## config.mk

```make
export PLATFORM = sky130hd
export DESIGN_NAME = tdes_cmac_engine_unit
export DESIGN_NICKNAME = d
export VERILOG_FILES = /design/src/rtl/tdes_cmac_pkg.sv /design/src/rtl/tdes_cmac_engine_unit.sv /design/src/rtl/tdes_cmac_front.sv /design/src/rtl/tdes_cmac_back.sv
export SDC_FILE = /design/constraint.sdc
export NUM_CORES = 2
export LEC_CHECK = 0
export BUFFER_PORTS_ARGS = -buffer_cell sky130_fd_sc_hd__buf_2
export CORE_UTILIZATION = 30
export CTS_BUF_LIST = sky130_fd_sc_hd__clkbuf_8
export DETAILED_ROUTE_END_ITERATION = 7
export PLACE_DENSITY = 0.41
export SLEW_MARGIN = 20
export SYNTH_ARGS = -nofsm -noshare
export SYNTH_HDL_FRONTEND = slang
export SYNTH_SLANG_ARGS = --single-unit
```

## constraint.sdc

```tcl
create_clock -name clk_i -period 12 [get_ports clk_i]
set_clock_uncertainty 0.15 [all_clocks]
set_input_delay 0.6 -clock clk_i [delete_from_list [all_inputs] [get_ports clk_i]]
set_output_delay 0.6 -clock clk_i [all_outputs]
set_load 0.005 [all_outputs]
```

## src/rtl/tdes_cmac_pkg.sv

```systemverilog
package tdes_cmac_pkg;

  typedef enum logic [1:0] {
    RegKeyOne   = 2'd0,
    RegKeyTwo   = 2'd1,
    RegKeyThree = 2'd2,
    RegMode     = 2'd3
  } reg_idx_e;

  typedef enum logic [2:0] {
    StIdle,
    StSubkey,
    StCrypt,
    StOut
  } eng_state_e;

  typedef struct packed {
    logic [63:0] data;
    logic [3:0]  cnt;
    logic        last;
  } blk_t;

  localparam logic [63:0] Rb     = 64'h1B;
  localparam logic [7:0]  PadByte = 8'h80;

  localparam int Ip [64] = '{58,50,42,34,26,18,10,2,60,52,44,36,28,20,12,4,
    62,54,46,38,30,22,14,6,64,56,48,40,32,24,16,8,57,49,41,33,25,17,9,1,
    59,51,43,35,27,19,11,3,61,53,45,37,29,21,13,5,63,55,47,39,31,23,15,7};
  localparam int Fp [64] = '{40,8,48,16,56,24,64,32,39,7,47,15,55,23,63,31,
    38,6,46,14,54,22,62,30,37,5,45,13,53,21,61,29,36,4,44,12,52,20,60,28,
    35,3,43,11,51,19,59,27,34,2,42,10,50,18,58,26,33,1,41,9,49,17,57,25};
  localparam int Ex [48] = '{32,1,2,3,4,5,4,5,6,7,8,9,8,9,10,11,12,13,12,13,
    14,15,16,17,16,17,18,19,20,21,20,21,22,23,24,25,24,25,26,27,28,29,28,29,
    30,31,32,1};
  localparam int Pm [32] = '{16,7,20,21,29,12,28,17,1,15,23,26,5,18,31,10,
    2,8,24,14,32,27,3,9,19,13,30,6,22,11,4,25};
  localparam int Pc1 [56] = '{57,49,41,33,25,17,9,1,58,50,42,34,26,18,10,2,
    59,51,43,35,27,19,11,3,60,52,44,36,63,55,47,39,31,23,15,7,62,54,46,38,
    30,22,14,6,61,53,45,37,29,21,13,5,28,20,12,4};
  localparam int Pc2 [48] = '{14,17,11,24,1,5,3,28,15,6,21,10,23,19,12,4,
    26,8,16,7,27,20,13,2,41,52,31,37,47,55,30,40,51,45,33,48,44,49,39,56,
    34,53,46,42,50,36,29,32};
  localparam int Rot [16] = '{1,1,2,2,2,2,2,2,1,2,2,2,2,2,2,1};
  localparam logic [3:0] Sb [8][64] = '{
   '{14,4,13,1,2,15,11,8,3,10,6,12,5,9,0,7,0,15,7,4,14,2,13,1,10,6,12,11,9,5,3,8,
     4,1,14,8,13,6,2,11,15,12,9,7,3,10,5,0,15,12,8,2,4,9,1,7,5,11,3,14,10,0,6,13},
   '{15,1,8,14,6,11,3,4,9,7,2,13,12,0,5,10,3,13,4,7,15,2,8,14,12,0,1,10,6,9,11,5,
     0,14,7,11,10,4,13,1,5,8,12,6,9,3,2,15,13,8,10,1,3,15,4,2,11,6,7,12,0,5,14,9},
   '{10,0,9,14,6,3,15,5,1,13,12,7,11,4,2,8,13,7,0,9,3,4,6,10,2,8,5,14,12,11,15,1,
     13,6,4,9,8,15,3,0,11,1,2,12,5,10,14,7,1,10,13,0,6,9,8,7,4,15,14,3,11,5,2,12},
   '{7,13,14,3,0,6,9,10,1,2,8,5,11,12,4,15,13,8,11,5,6,15,0,3,4,7,2,12,1,10,14,9,
     10,6,9,0,12,11,7,13,15,1,3,14,5,2,8,4,3,15,0,6,10,1,13,8,9,4,5,11,12,7,2,14},
   '{2,12,4,1,7,10,11,6,8,5,3,15,13,0,14,9,14,11,2,12,4,7,13,1,5,0,15,10,3,9,8,6,
     4,2,1,11,10,13,7,8,15,9,12,5,6,3,0,14,11,8,12,7,1,14,2,13,6,15,0,9,10,4,5,3},
   '{12,1,10,15,9,2,6,8,0,13,3,4,14,7,5,11,10,15,4,2,7,12,9,5,6,1,13,14,0,11,3,8,
     9,14,15,5,2,8,12,3,7,0,4,10,1,13,11,6,4,3,2,12,9,5,15,10,11,14,1,7,6,0,8,13},
   '{4,11,2,14,15,0,8,13,3,12,9,7,5,10,6,1,13,0,11,7,4,9,1,10,14,3,5,12,2,15,8,6,
     1,4,11,13,12,3,7,14,10,15,6,8,0,5,9,2,6,11,13,8,1,4,10,7,9,5,0,15,14,2,3,12},
   '{13,2,8,4,6,15,11,1,10,9,3,14,5,0,12,7,1,15,13,8,10,3,7,4,12,5,6,11,0,14,9,2,
     7,11,4,1,9,12,14,2,0,6,10,13,15,3,5,8,2,1,14,7,4,10,8,13,15,12,9,0,3,5,6,11}};

  function automatic logic [63:0] f_ip(input logic [63:0] x, input logic inv);
    logic [63:0] r;
    for (int i = 0; i < 64; i++) r[63-i] = x[64 - (inv ? Fp[i] : Ip[i])];
    return r;
  endfunction

  function automatic logic [55:0] f_pc1(input logic [63:0] k);
    logic [55:0] r;
    for (int i = 0; i < 56; i++) r[55-i] = k[64-Pc1[i]];
    return r;
  endfunction

  function automatic logic [47:0] f_pc2(input logic [55:0] cd);
    logic [47:0] r;
    for (int i = 0; i < 48; i++) r[47-i] = cd[56-Pc2[i]];
    return r;
  endfunction

  function automatic logic [27:0] f_rol(input logic [27:0] v, input int s);
    return (s == 2) ? {v[25:0], v[27:26]} : {v[26:0], v[27]};
  endfunction

  function automatic logic [27:0] f_ror(input logic [27:0] v, input int s);
    return (s == 2) ? {v[1:0], v[27:2]} : {v[0], v[27:1]};
  endfunction

  function automatic logic [31:0] f_round(input logic [31:0] r, input logic [47:0] k);
    logic [47:0] x;
    logic [31:0] o;
    logic [31:0] p;
    logic [5:0]  s6;
    for (int i = 0; i < 48; i++) x[47-i] = r[32-Ex[i]];
    x = x ^ k;
    for (int i = 0; i < 8; i++) begin
      s6 = x[47-6*i -: 6];
      o[31-4*i -: 4] = Sb[i][{s6[5], s6[0], s6[4:1]}];
    end
    for (int i = 0; i < 32; i++) p[31-i] = o[32-Pm[i]];
    return p;
  endfunction

  function automatic logic [63:0] f_dbl(input logic [63:0] v);
    return {v[62:0], 1'b0} ^ (v[63] ? Rb : 64'd0);
  endfunction

endpackage

```

## src/rtl/tdes_cmac_engine_unit.sv

```systemverilog
// tdes_cmac_engine_unit: CMAC over TDES EDE, 64-bit blocks.
// Input channel: push/full carries block_data_i, byte_count_i, is_last_i.
// A two-entry queue pads last blocks; the back end runs one DES round a cycle.
// Result channel: empty/pop carries mac_o, one transaction per message.
// Configuration channel: cfg_valid/cfg_ready, index and data; write only when idle.
// Each block takes three DES passes of 16 rounds each; the back end takes the
// next block from the queue in its idle state, only once the last one is done.
// The first block of a message is preceded by a TDES encryption of zero for the subkeys.
// The mac is registered and becomes valid when the last block's third pass ends.
// Reset clears keys, subkeys, chain value, the queue and the mac valid flag.
// A stalled receiver holds the mac; the back end keeps taking non-last blocks
// but holds a last block in the queue until the mac is popped, and the input
// then stalls once the two queue entries are full.
module tdes_cmac_engine_unit import tdes_cmac_pkg::*; (
  input  logic        clk_i,
  input  logic        rst_ni,
  input  logic        push,
  output logic        full,
  input  logic [63:0] block_data_i,
  input  logic [3:0]  byte_count_i,
  input  logic        is_last_i,
  output logic        empty,
  input  logic        pop,
  output logic [63:0] mac_o,
  input  logic        cfg_valid,
  output logic        cfg_ready,
  input  logic [1:0]  cfg_index,
  input  logic [63:0] cfg_data
);

  logic [63:0] k1_q, k2_q, k3_q;
  logic        mode_q, bv, br, rv;
  blk_t        b;

  assign cfg_ready = 1'b1;

  always_ff @(posedge clk_i or negedge rst_ni) begin
    if (!rst_ni) begin
      k1_q <= '0; k2_q <= '0; k3_q <= '0; mode_q <= 1'b0;
    end else if (cfg_valid) begin
      unique case (reg_idx_e'(cfg_index))
        RegKeyOne:   k1_q <= cfg_data;
        RegKeyTwo:   k2_q <= cfg_data;
        RegKeyThree: k3_q <= cfg_data;
        RegMode:     mode_q <= cfg_data[0];
        default: ;
      endcase
    end
  end

  tdes_cmac_front u_front (
    .clk_i, .rst_ni, .push, .full, .block_data_i, .byte_count_i, .is_last_i,
    .blk_vld_o(bv), .blk_rdy_i(br), .blk_o(b)
  );

  tdes_cmac_back u_back (
    .clk_i, .rst_ni, .key_one_i(k1_q), .key_two_i(k2_q), .key_three_i(k3_q),
    .three_key_mode_i(mode_q), .blk_vld_i(bv), .blk_rdy_o(br), .blk_i(b),
    .res_vld_o(rv), .res_rdy_i(pop), .res_o(mac_o)
  );

  assign empty = !rv;

endmodule

```

## src/rtl/tdes_cmac_front.sv

```systemverilog
module tdes_cmac_front import tdes_cmac_pkg::*; (
  input  logic        clk_i,
  input  logic        rst_ni,
  input  logic        push,
  output logic        full,
  input  logic [63:0] block_data_i,
  input  logic [3:0]  byte_count_i,
  input  logic        is_last_i,
  output logic        blk_vld_o,
  input  logic        blk_rdy_i,
  output blk_t        blk_o
);

  blk_t       mem_q [2];
  logic [1:0] cnt_q, cnt_d;
  logic       wp_q, rp_q;
  logic       wr, rd;
  logic [3:0] n;
  logic [63:0] keep, padded;

  always_comb begin
    n = (byte_count_i > 4'd8) ? 4'd8 : byte_count_i;
    keep = (n == 4'd0) ? 64'd0 : ~(64'hFFFF_FFFF_FFFF_FFFF >> {n[2:0], 3'b000});
    if (n == 4'd8) keep = '1;
    padded = (block_data_i & keep) | (n == 4'd8 ? 64'd0 :
             ({56'd0, PadByte} << {3'd7 - n[2:0], 3'b000}));
  end

  assign full      = cnt_q == 2'd2;
  assign blk_vld_o = cnt_q != 2'd0;
  assign blk_o     = mem_q[rp_q];
  assign wr        = push && !full;
  assign rd        = blk_vld_o && blk_rdy_i;
  assign cnt_d     = cnt_q + {1'b0, wr} - {1'b0, rd};

  always_ff @(posedge clk_i) begin
    if (wr) begin
      mem_q[wp_q].data <= is_last_i ? padded : block_data_i;
      mem_q[wp_q].cnt  <= is_last_i ? n : 4'd8;
      mem_q[wp_q].last <= is_last_i;
    end
  end

  always_ff @(posedge clk_i or negedge rst_ni) begin
    if (!rst_ni) begin
      cnt_q <= '0;
      wp_q  <= 1'b0;
      rp_q  <= 1'b0;
    end else begin
      cnt_q <= cnt_d;
      if (wr) wp_q <= ~wp_q;
      if (rd) rp_q <= ~rp_q;
    end
  end

endmodule

```

## src/rtl/tdes_cmac_back.sv

```systemverilog
module tdes_cmac_back import tdes_cmac_pkg::*; (
  input  logic        clk_i,
  input  logic        rst_ni,
  input  logic [63:0] key_one_i,
  input  logic [63:0] key_two_i,
  input  logic [63:0] key_three_i,
  input  logic        three_key_mode_i,
  input  logic        blk_vld_i,
  output logic        blk_rdy_o,
  input  blk_t        blk_i,
  output logic        res_vld_o,
  input  logic        res_rdy_i,
  output logic [63:0] res_o
);

  eng_state_e  st_q, st_d;
  logic [3:0]  rnd_q;
  logic [1:0]  pass_q;
  logic [27:0] c_q, d_q, c_n, d_n, c_s, d_s;
  logic [31:0] l_q, r_q, rf;
  logic [63:0] cv_q, k1_q, k2_q, res_q, blk_q, fpv, k1n, k2n, ldv, ipv, key_sel;
  logic        inm_q, last_q, cnt8_q, resv_q, dec, fin, done, hold, take, ld;
  logic [55:0] pc1v;
  logic [47:0] kn;

  always_comb begin
    unique case (pass_q)
      2'd0:    key_sel = key_one_i;
      2'd1:    key_sel = key_two_i;
      default: key_sel = three_key_mode_i ? key_three_i : key_one_i;
    endcase
  end

  assign dec       = pass_q == 2'd1;
  assign fin       = (st_q != StIdle) && (rnd_q == 4'd15);
  assign done      = fin && (pass_q == 2'd2);
  assign hold      = blk_i.last && resv_q;
  assign res_vld_o = resv_q;
  assign res_o     = res_q;

  always_comb begin
    st_d = st_q;
    unique case (st_q)
      StIdle:   if (blk_vld_i && !hold) st_d = inm_q ? StCrypt : StSubkey;
      StSubkey: if (done) st_d = StCrypt;
      StCrypt:  if (done) st_d = StIdle;
      default:  st_d = StIdle;
    endcase
  end

  always_comb begin
    blk_rdy_o = (st_q == StIdle) && !hold;
    take      = blk_rdy_o && blk_vld_i;
    ld        = take || (fin && !(done && st_q == StCrypt));
  end

  always_comb begin
    pc1v = f_pc1(key_sel);
    c_n  = pc1v[55:28];
    d_n  = pc1v[27:0];
    if (dec) begin
      c_s = (rnd_q == 4'd0) ? c_n : c_q;
      d_s = (rnd_q == 4'd0) ? d_n : d_q;
    end else begin
      c_s = f_rol((rnd_q == 4'd0) ? c_n : c_q, Rot[rnd_q]);
      d_s = f_rol((rnd_q == 4'd0) ? d_n : d_q, Rot[rnd_q]);
    end
    kn  = f_pc2({c_s, d_s});
    rf  = l_q ^ f_round(r_q, kn);
    fpv = f_ip({rf, r_q}, 1'b1);
    k1n = f_dbl(fpv);
    k2n = f_dbl(k1n);
  end

  always_comb begin
    if (st_q == StIdle) begin
      ldv = inm_q ? (cv_q ^ blk_i.data ^
            (blk_i.last ? (blk_i.cnt == 4'd8 ? k1_q : k2_q) : 64'd0)) : 64'd0;
    end else if (!done) begin
      ldv = fpv;
    end else begin
      ldv = blk_q ^ (last_q ? (cnt8_q ? k1n : k2n) : 64'd0);
    end
    ipv = f_ip(ldv, 1'b0);
  end

  always_ff @(posedge clk_i or negedge rst_ni) begin
    if (!rst_ni) begin
      st_q   <= StIdle;
      rnd_q  <= '0;
      pass_q <= '0;
      c_q    <= '0;
      d_q    <= '0;
      l_q    <= '0;
      r_q    <= '0;
      cv_q   <= '0;
      k1_q   <= '0;
      k2_q   <= '0;
      res_q  <= '0;
      blk_q  <= '0;
      inm_q  <= 1'b0;
      last_q <= 1'b0;
      cnt8_q <= 1'b0;
      resv_q <= 1'b0;
    end else begin
      st_q <= st_d;
      if (take) begin
        rnd_q  <= '0;
        pass_q <= '0;
        blk_q  <= blk_i.data;
        last_q <= blk_i.last;
        cnt8_q <= blk_i.cnt == 4'd8;
      end else if (st_q != StIdle) begin
        rnd_q <= rnd_q + 4'd1;
        if (fin) pass_q <= (pass_q == 2'd2) ? 2'd0 : pass_q + 2'd1;
      end
      if (ld) begin
        {l_q, r_q} <= ipv;
      end else if (st_q != StIdle) begin
        l_q <= r_q;
        r_q <= rf;
      end
      if (st_q != StIdle) begin
        if (dec) begin
          c_q <= f_ror(c_s, Rot[4'd15 - rnd_q]);
          d_q <= f_ror(d_s, Rot[4'd15 - rnd_q]);
        end else begin
          c_q <= c_s;
          d_q <= d_s;
        end
      end
      if (done && st_q == StSubkey) begin
        k1_q  <= k1n;
        k2_q  <= k2n;
        inm_q <= 1'b1;
      end else if (done && last_q) begin
        res_q <= fpv;
        cv_q  <= '0;
        inm_q <= 1'b0;
      end else if (done) begin
        cv_q <= fpv;
      end
      if (done && st_q == StCrypt && last_q) begin
        resv_q <= 1'b1;
      end else if (resv_q && res_rdy_i) begin
        resv_q <= 1'b0;
      end
    end
  end

endmodule

```

# After elaboration in Yosys (flattened, before gate mapping)
# Memory sizes are Yosys's and may differ from the RTL's.
# Index checks and enable logic that the tools add are counted.
# op_classes
add_sub_neg	6
n_mul	0
div	0
order_cmp	11
eq_ne	17
shift	2
muxes	70
bitwise	23
reduce_logical	40
# ops
op	count
64-bit two-way mux	14
64-bit XOR	5
28-bit two-way mux	10
32-bit two-way mux	8
64-bit case mux with 2 select lines	1
4-bit two-way mux	20
64-bit AND	1
32-bit by 3-bit == test with 1-bit output (second input constant)	2
64-bit NOT	1
64-bit OR	1
8-bit by 6-bit << shifter with 64-bit output (first input constant)	1
64-bit by 6-bit right shift with 64-bit output (first input constant)	1
7-bit >= comparator (second input constant)	8
6-bit NOT with 7-bit output	8
48-bit XOR	1
32-bit XOR	1
2-bit AND reduction	8
2-bit nonzero test	7
1-bit logical AND	13
4-bit == test (second input constant)	3
5-bit >= comparator (second input constant)	2
2-bit two-way mux	5
5-bit two-way mux	2
4-bit NOT with 5-bit output	2
24 further kinds	44
# totals
ff_bits	650
latchBits	0
mem_bits_rw	138
romBits	3072
output_inout_bits	67
elab_cells	203
memories	11
# mem_list
memory	depth	word_bits	rd	rd_ports_with_merged_regs	wr	line_no	text
(name not given)	16	32	1	0	0	tdes_cmac_back.sv:125	c_q <= f_ror(c_s, Rot[4'd15 - rnd_q]);
(name not given)	16	32	1	0	0	tdes_cmac_back.sv:65	c_s = f_rol((rnd_q == 4'd0) ? c_n : c_q, Rot[rnd_q]);
(name not given)	64	4	1	0	0	tdes_cmac_pkg.sv:97	o[31-4*i -: 4] = Sb[i][{s6[5], s6[0], s6[4:1]}];
(name not given)	64	4	1	0	0	tdes_cmac_pkg.sv:97	
(name not given)	64	4	1	0	0	tdes_cmac_pkg.sv:97	
(name not given)	64	4	1	0	0	tdes_cmac_pkg.sv:97	
+5 memories	-	-	-	-	-	-	

# Logic depth before layout (Yosys ltp)
# depth
ltp_word	22
depth_mapped	24
depth_no_buf	20

# Hierarchy
# From an unflattened synthesis, not the netlist that was laid out.
# hier_totals
cells_unflattened	4592
hier_area_um2	44390.1
# by_module_without_submodules
mod	instances	cells_per_inst	area_per_inst_um2	seq_area_each_um2
tdes_cmac_back	1	3852	30707.0	9784.4
tdes_cmac_engine_unit	1	414	7932.6	4829.6
tdes_cmac_front	1	326	5750.5	4244.1

# Worst setup path after synthesis
# Ideal clock, no wire load.
# synth_timing
path_kind	flip-flop to flip-flop
start	reg u_back.rnd_q[1]
end	reg u_back.l_q[5]
setup_time_ns	0.121
arrival_time_ns	4.944
required_time_ns	11.729
path_slack_ns	6.785
path_stages_with_launch	24
synth_period_minus_slack_ns	5.215
cell_sequence	dfrtp_1 inv_1 ha_1 or3b_1 buf_2 buf_6 buf_2 buf_2 nand2_1 o211ai_1 a31oi_1 xor2_1 inv_2 ha_1 clkbuf_1 inv_1 mux4_2 nor2_1 a21oi_1 mux2i_1 xor2_1 a22oi_1 xnor2_1 o22a_1
# synth_via
elab_chain_cells	21
word_cells_on_any_way	38
cone_classes	2 x eq/ne; 17 x mux; 8 x bitwise; 8 x reduce/logical; 3 x memory
# synth_rtl
item	line_no	text
start, declared	tdes_cmac_back.sv:17	logic [3:0] rnd_q;
start signal, assigned	tdes_cmac_back.sv:114	rnd_q <= rnd_q + 4'd1;
4-bit NOT with 5-bit output (not written as such)	tdes_cmac_back.sv:65, tdes_cmac_back.sv:66	
memory read 16 x 32 bit	-	
32-bit two-way mux (not written as such) (2 in a row)	tdes_cmac_back.sv:65	
32-bit by 3-bit == test with 1-bit output	tdes_cmac_pkg.sv:81	return (s == 2) ? {v[25:0], v[27:26]} : {v[26:0], v[27]};
28-bit two-way mux	tdes_cmac_pkg.sv:81	
28-bit two-way mux	tdes_cmac_back.sv:61	if (dec) begin
48-bit XOR	tdes_cmac_pkg.sv:94	x = x ^ k;
6-bit NOT with 7-bit output (not written as such)	tdes_cmac_pkg.sv:97	
memory read 64 x 4 bit	-	
4-bit two-way mux (not written as such) (2 in a row)	tdes_cmac_pkg.sv:97	
32-bit XOR	tdes_cmac_back.sv:69	rf = l_q ^ f_round(r_q, kn);
64-bit XOR (2 in a row)	tdes_cmac_pkg.sv:104	return {v[62:0], 1'b0} ^ (v[63] ? Rb : 64'd0);
64-bit two-way mux (2 in a row)	tdes_cmac_back.sv:82	ldv = blk_q ^ (last_q ? (cnt8_q ? k1n : k2n) : 64'd0);
64-bit XOR	tdes_cmac_back.sv:82	
64-bit two-way mux	tdes_cmac_back.sv:79	end else if (!done) begin
64-bit two-way mux	tdes_cmac_back.sv:76	if (st_q == StIdle) begin
32-bit two-way mux	tdes_cmac_back.sv:117	if (ld) begin
end signal, assigned	tdes_cmac_back.sv:118	{l_q, r_q} <= ipv;
end signal, assigned	tdes_cmac_back.sv:120	l_q <= r_q;
end, declared	tdes_cmac_back.sv:20	logic [31:0] l_q, r_q, rf;
# Several ways; a longest one is shown, not always the timed one. The select of a mux whose other input is x is not followed.
# A chain may end at the register's enable or synchronous reset.

# Worst setup path after layout
# layout_timing
start	reg u_back.pass_q[1]
end	reg u_back.l_q[5]
# layout_via
elab_chain_cells	19
word_cells_on_any_way	34
cone_classes	2 x eq/ne; 16 x mux; 7 x bitwise; 7 x reduce/logical; 2 x memory
# layout_rtl
item	line_no	text
start, declared	tdes_cmac_back.sv:18	logic [1:0] pass_q;
start signal, assigned	tdes_cmac_back.sv:115	if (fin) pass_q <= (pass_q == 2'd2) ? 2'd0 : pass_q + 2'd1;
2-bit by 1-bit == test with 1-bit output / 2-bit logical NOT (equally long branches)	tdes_cmac_back.sv:27, tdes_cmac_back.sv:34	
64-bit case mux with 2 select lines	tdes_cmac_back.sv:27	unique case (pass_q)
28-bit two-way mux	tdes_cmac_back.sv:62, tdes_cmac_back.sv:65	
28-bit two-way mux	tdes_cmac_pkg.sv:81	
28-bit two-way mux	tdes_cmac_back.sv:61	
48-bit XOR	tdes_cmac_pkg.sv:94	
6-bit NOT with 7-bit output (not written as such)	tdes_cmac_pkg.sv:97	
memory read 64 x 4 bit	-	
4-bit two-way mux (not written as such) (2 in a row)	tdes_cmac_pkg.sv:97	
32-bit XOR	tdes_cmac_back.sv:69	
64-bit XOR (2 in a row)	tdes_cmac_pkg.sv:104	
64-bit two-way mux (2 in a row)	tdes_cmac_back.sv:82	
64-bit XOR	tdes_cmac_back.sv:82	
64-bit two-way mux	tdes_cmac_back.sv:79	
64-bit two-way mux	tdes_cmac_back.sv:76	
32-bit two-way mux	tdes_cmac_back.sv:117	
# Several ways; a longest one is shown, not always the timed one. The select of a mux whose other input is x is not followed.

==> flow_summary.toml <==
[sta]
rsz0062_at_grt = "no"
fmax_ghz = 0.135
worst_slack_ps = 4620
tns_ps = 0
post-route-min-period_ps = 7380
setup_viol = 0
timing.final.max_slew_violations = 0
slew_headroom = 0.224
hold_viol = 0
worst_pin_slew_ps = 1160
fin_crit_sh = 0.615

[worst_setup_path]
crit_fanout = 72
crit_path_end_kind = "flop"
startpoint = "u_back.pass_q[1]"
reg2reg_depth = 17
cp.required_ps = 12620
cp.arrival_ps = 8000
path_class = "flop to flop"
r2r-start = "u_back.pass_q[1]"
rrSetupSlack_ps = 4620
cp-start-kind = "flop"

[cts]
cts_tree = "built"
cts_buffer_depth = 3
clock_latency_ps = 900
clk_pin_slew_ps = 60
cts_made_buffers = 140
htree_levels = 4
postCtsSetupBuffers = 0
cts_resized = 0
cts.sinks = 702
root_buffer = "clkbuf_8"

[synth]
synth-edff-count = 138
synth_area_sq_mm = 0.0421
yosysMostFrequentCell = "nand2_1"
syn-mean-instance-area_sq_um = 9.15
yosysTopAreaCell = "dfrtp_1"
yosysUniqueCellTypes = 107
syn-instance-count = 4602
synthTopCellsByCount = "934 x nand2_1, 564 x dfrtp_1, 330 x o21ai_0"
synth_top_flop_cell = "dfrtp_1"
ys_seq_elements = 702
synthTopCellsByArea = "dfrtp_1 34%, edfxtp_1 9.8%, nand2_1 8.3%"
yosysWarnings = 0
synth_nets = 4808
ys_async_sr_fraction = 0.803
synth_top_area_share = 0.335
synth.yosys.seq_area_share = 0.434

[drt]
firstDrtPassIters = 5
drtIter0Drc = 3037
via_per_inst = 5.24
post_drt_wl_per_cell_um = 23.6
drcViolationCount = 0
detail_route.wirelength_mm = 161
ant_nets = 0
vias = 35800

[global_route]
grt_pass1_vias = 34200
antenna_found_initial = 6
grt_pass1_wl_mm = 239
overflow = 0
track_usage = 0.225
grt_max_degree = 135

[place]
place_worst_setup_slack_ps = 4620
dp_hpwl_mm = 107
place.gp.congestion = 0.837
io_buffers = 198
dp_cells = 6446

[floorplanning]
fp.dieW_um = 377
die-area_sq_mm = 0.142
io_pins = 207
rows = 137
core_sq_mm = 0.139
initial_core_util = 0.302
die_h_um = 377

[cells_and_area]
drive_above_1_share = 0.169
areaGrowthSynthToFinish_pct = 17.0
final_nets = 5045
final-instance-count-excl-fill = 6830

[run]
cap_violations = 0

[hold_path]
hp-class = "input port to asynchronous set/reset pin"

[outcome]
outcome = "finished clean"
-- through the flow --
step                      hold slack, ps  area, sq um  utilization
after floorplan                      154        42100            -
after global placement               307        45100        0.324
after detailed placement             308        45100        0.324
after CTS                           17.5        49200        0.353
after global routing                74.9        49200        0.353
final                                109        49200        0.353
-- cells by family (layout without fill, tap and decap cells) --
kind of cell / after synthesis / in the layout / share of synthesized area
AND/OR/NAND/NOR: 1654 / 1654 / 0.176
buffers and inverters: 411 / 760 / 0.0413
AO/OA/AOI/OAI: 1139 / 1139 / 0.176
multiplexers: 352 / 352 / 0.0920
XOR/XNOR: 276 / 276 / 0.0608
flip-flops: 702 / 702 / 0.434
adder cells (fa/ha/maj): 67 / 67 / 0.0199
other: 1 / 4 / 0.0000891
-- sequential cells by signal, indices dropped and copies added, names as in the netlist, 56 cells and up --
signal and flops:
u_back.blk_q 64, u_back.res_o 64, k3_q 56, k1_q 56, u_back.k2_q 63, u_back.cv_q 64
k2_q 56, u_front.mem_q 138
-- layout by cell type (no fill, tap or decap), drive strengths merged, types with 20 or more instances in the layout --
cell type / Yosys / layout
o211ai: 63 / 63
a22o: 26 / 26
a31oi: 97 / 97
a211oi: 34 / 34
dfrtp: 564 / 564
buf: 120 / 327
o31ai: 31 / 31
and2: 69 / 69
edfxtp: 138 / 138
nor3: 53 / 53
or3b: 43 / 43
o22ai: 30 / 30
clkinv: 2 / 26
a2111oi: 20 / 20
mux2: 194 / 194
dlygate4sd3: 0 / 127
nor2b: 20 / 20
nand3b: 51 / 51
a22oi: 25 / 25
a21oi: 270 / 270
xor2: 102 / 102
o21ai: 345 / 345
nand3: 138 / 138
clkbuf: 239 / 164
inv: 50 / 109
and3: 26 / 26
ha: 66 / 66
mux2i: 150 / 150
o2111ai: 47 / 47
o221ai: 28 / 28
xnor2: 173 / 173
nor2: 242 / 242
nand2: 935 / 935
-- critical path, cell delays in order (launching register included) --
cell,delay (ps)
dfrtp_4,810
buf_4,650
nand2b_4,650
buf_4,730
nor2_1,110
a21oi_1,380
xnor2_1,460
inv_1,240
ha_1,550
inv_1,110
mux4_2,460
nor2_1,90
a21oi_1,60
mux2i_1,410
xor2_1,760
a22oi_1,230
xnor2_1,180
o22a_1,170
-- metal layers --
metal  GRT usage  wire length [um]
met1       0.318             75500
met2       0.357             74000
met3      0.0347              7760
met4      0.0597              3690
met5           0                 0
-- path summary, 6_finish.rpt --
kind,to
setup / recovery,u_back.l_q[5]
hold / removal,k2_q[10]
setup reg to reg,u_back.l_q[5]
hold reg to reg,u_back.res_o[5]
max in group asynchronous,u_back.res_o[10]
min in group clk_i,u_front.mem_q[1][2]
-- layout make-up --
type | count | area [sq um]
fillers | 14300 | 90100
multi-input cells | 3489 | 22300
flip-flops and latches | 702 | 18300
repair buffers | 454 | 3270
well taps | 1876 | 2350
clock buffers | 164 | 2260
clock inverters | 90 | 563
inverters | 52 | 196
diodes | 3 | 7.51
-- repair_timing --
item | CTS | global route
endpoints found under the hold margin | 363 | 0
endpoints found under the setup margin | 0 | 0
hold buffers | 127 | 0
Power is left out: the tool's default activity adds up to more than one toggle a clock period on the data nets, which glitch-free logic cannot reach.
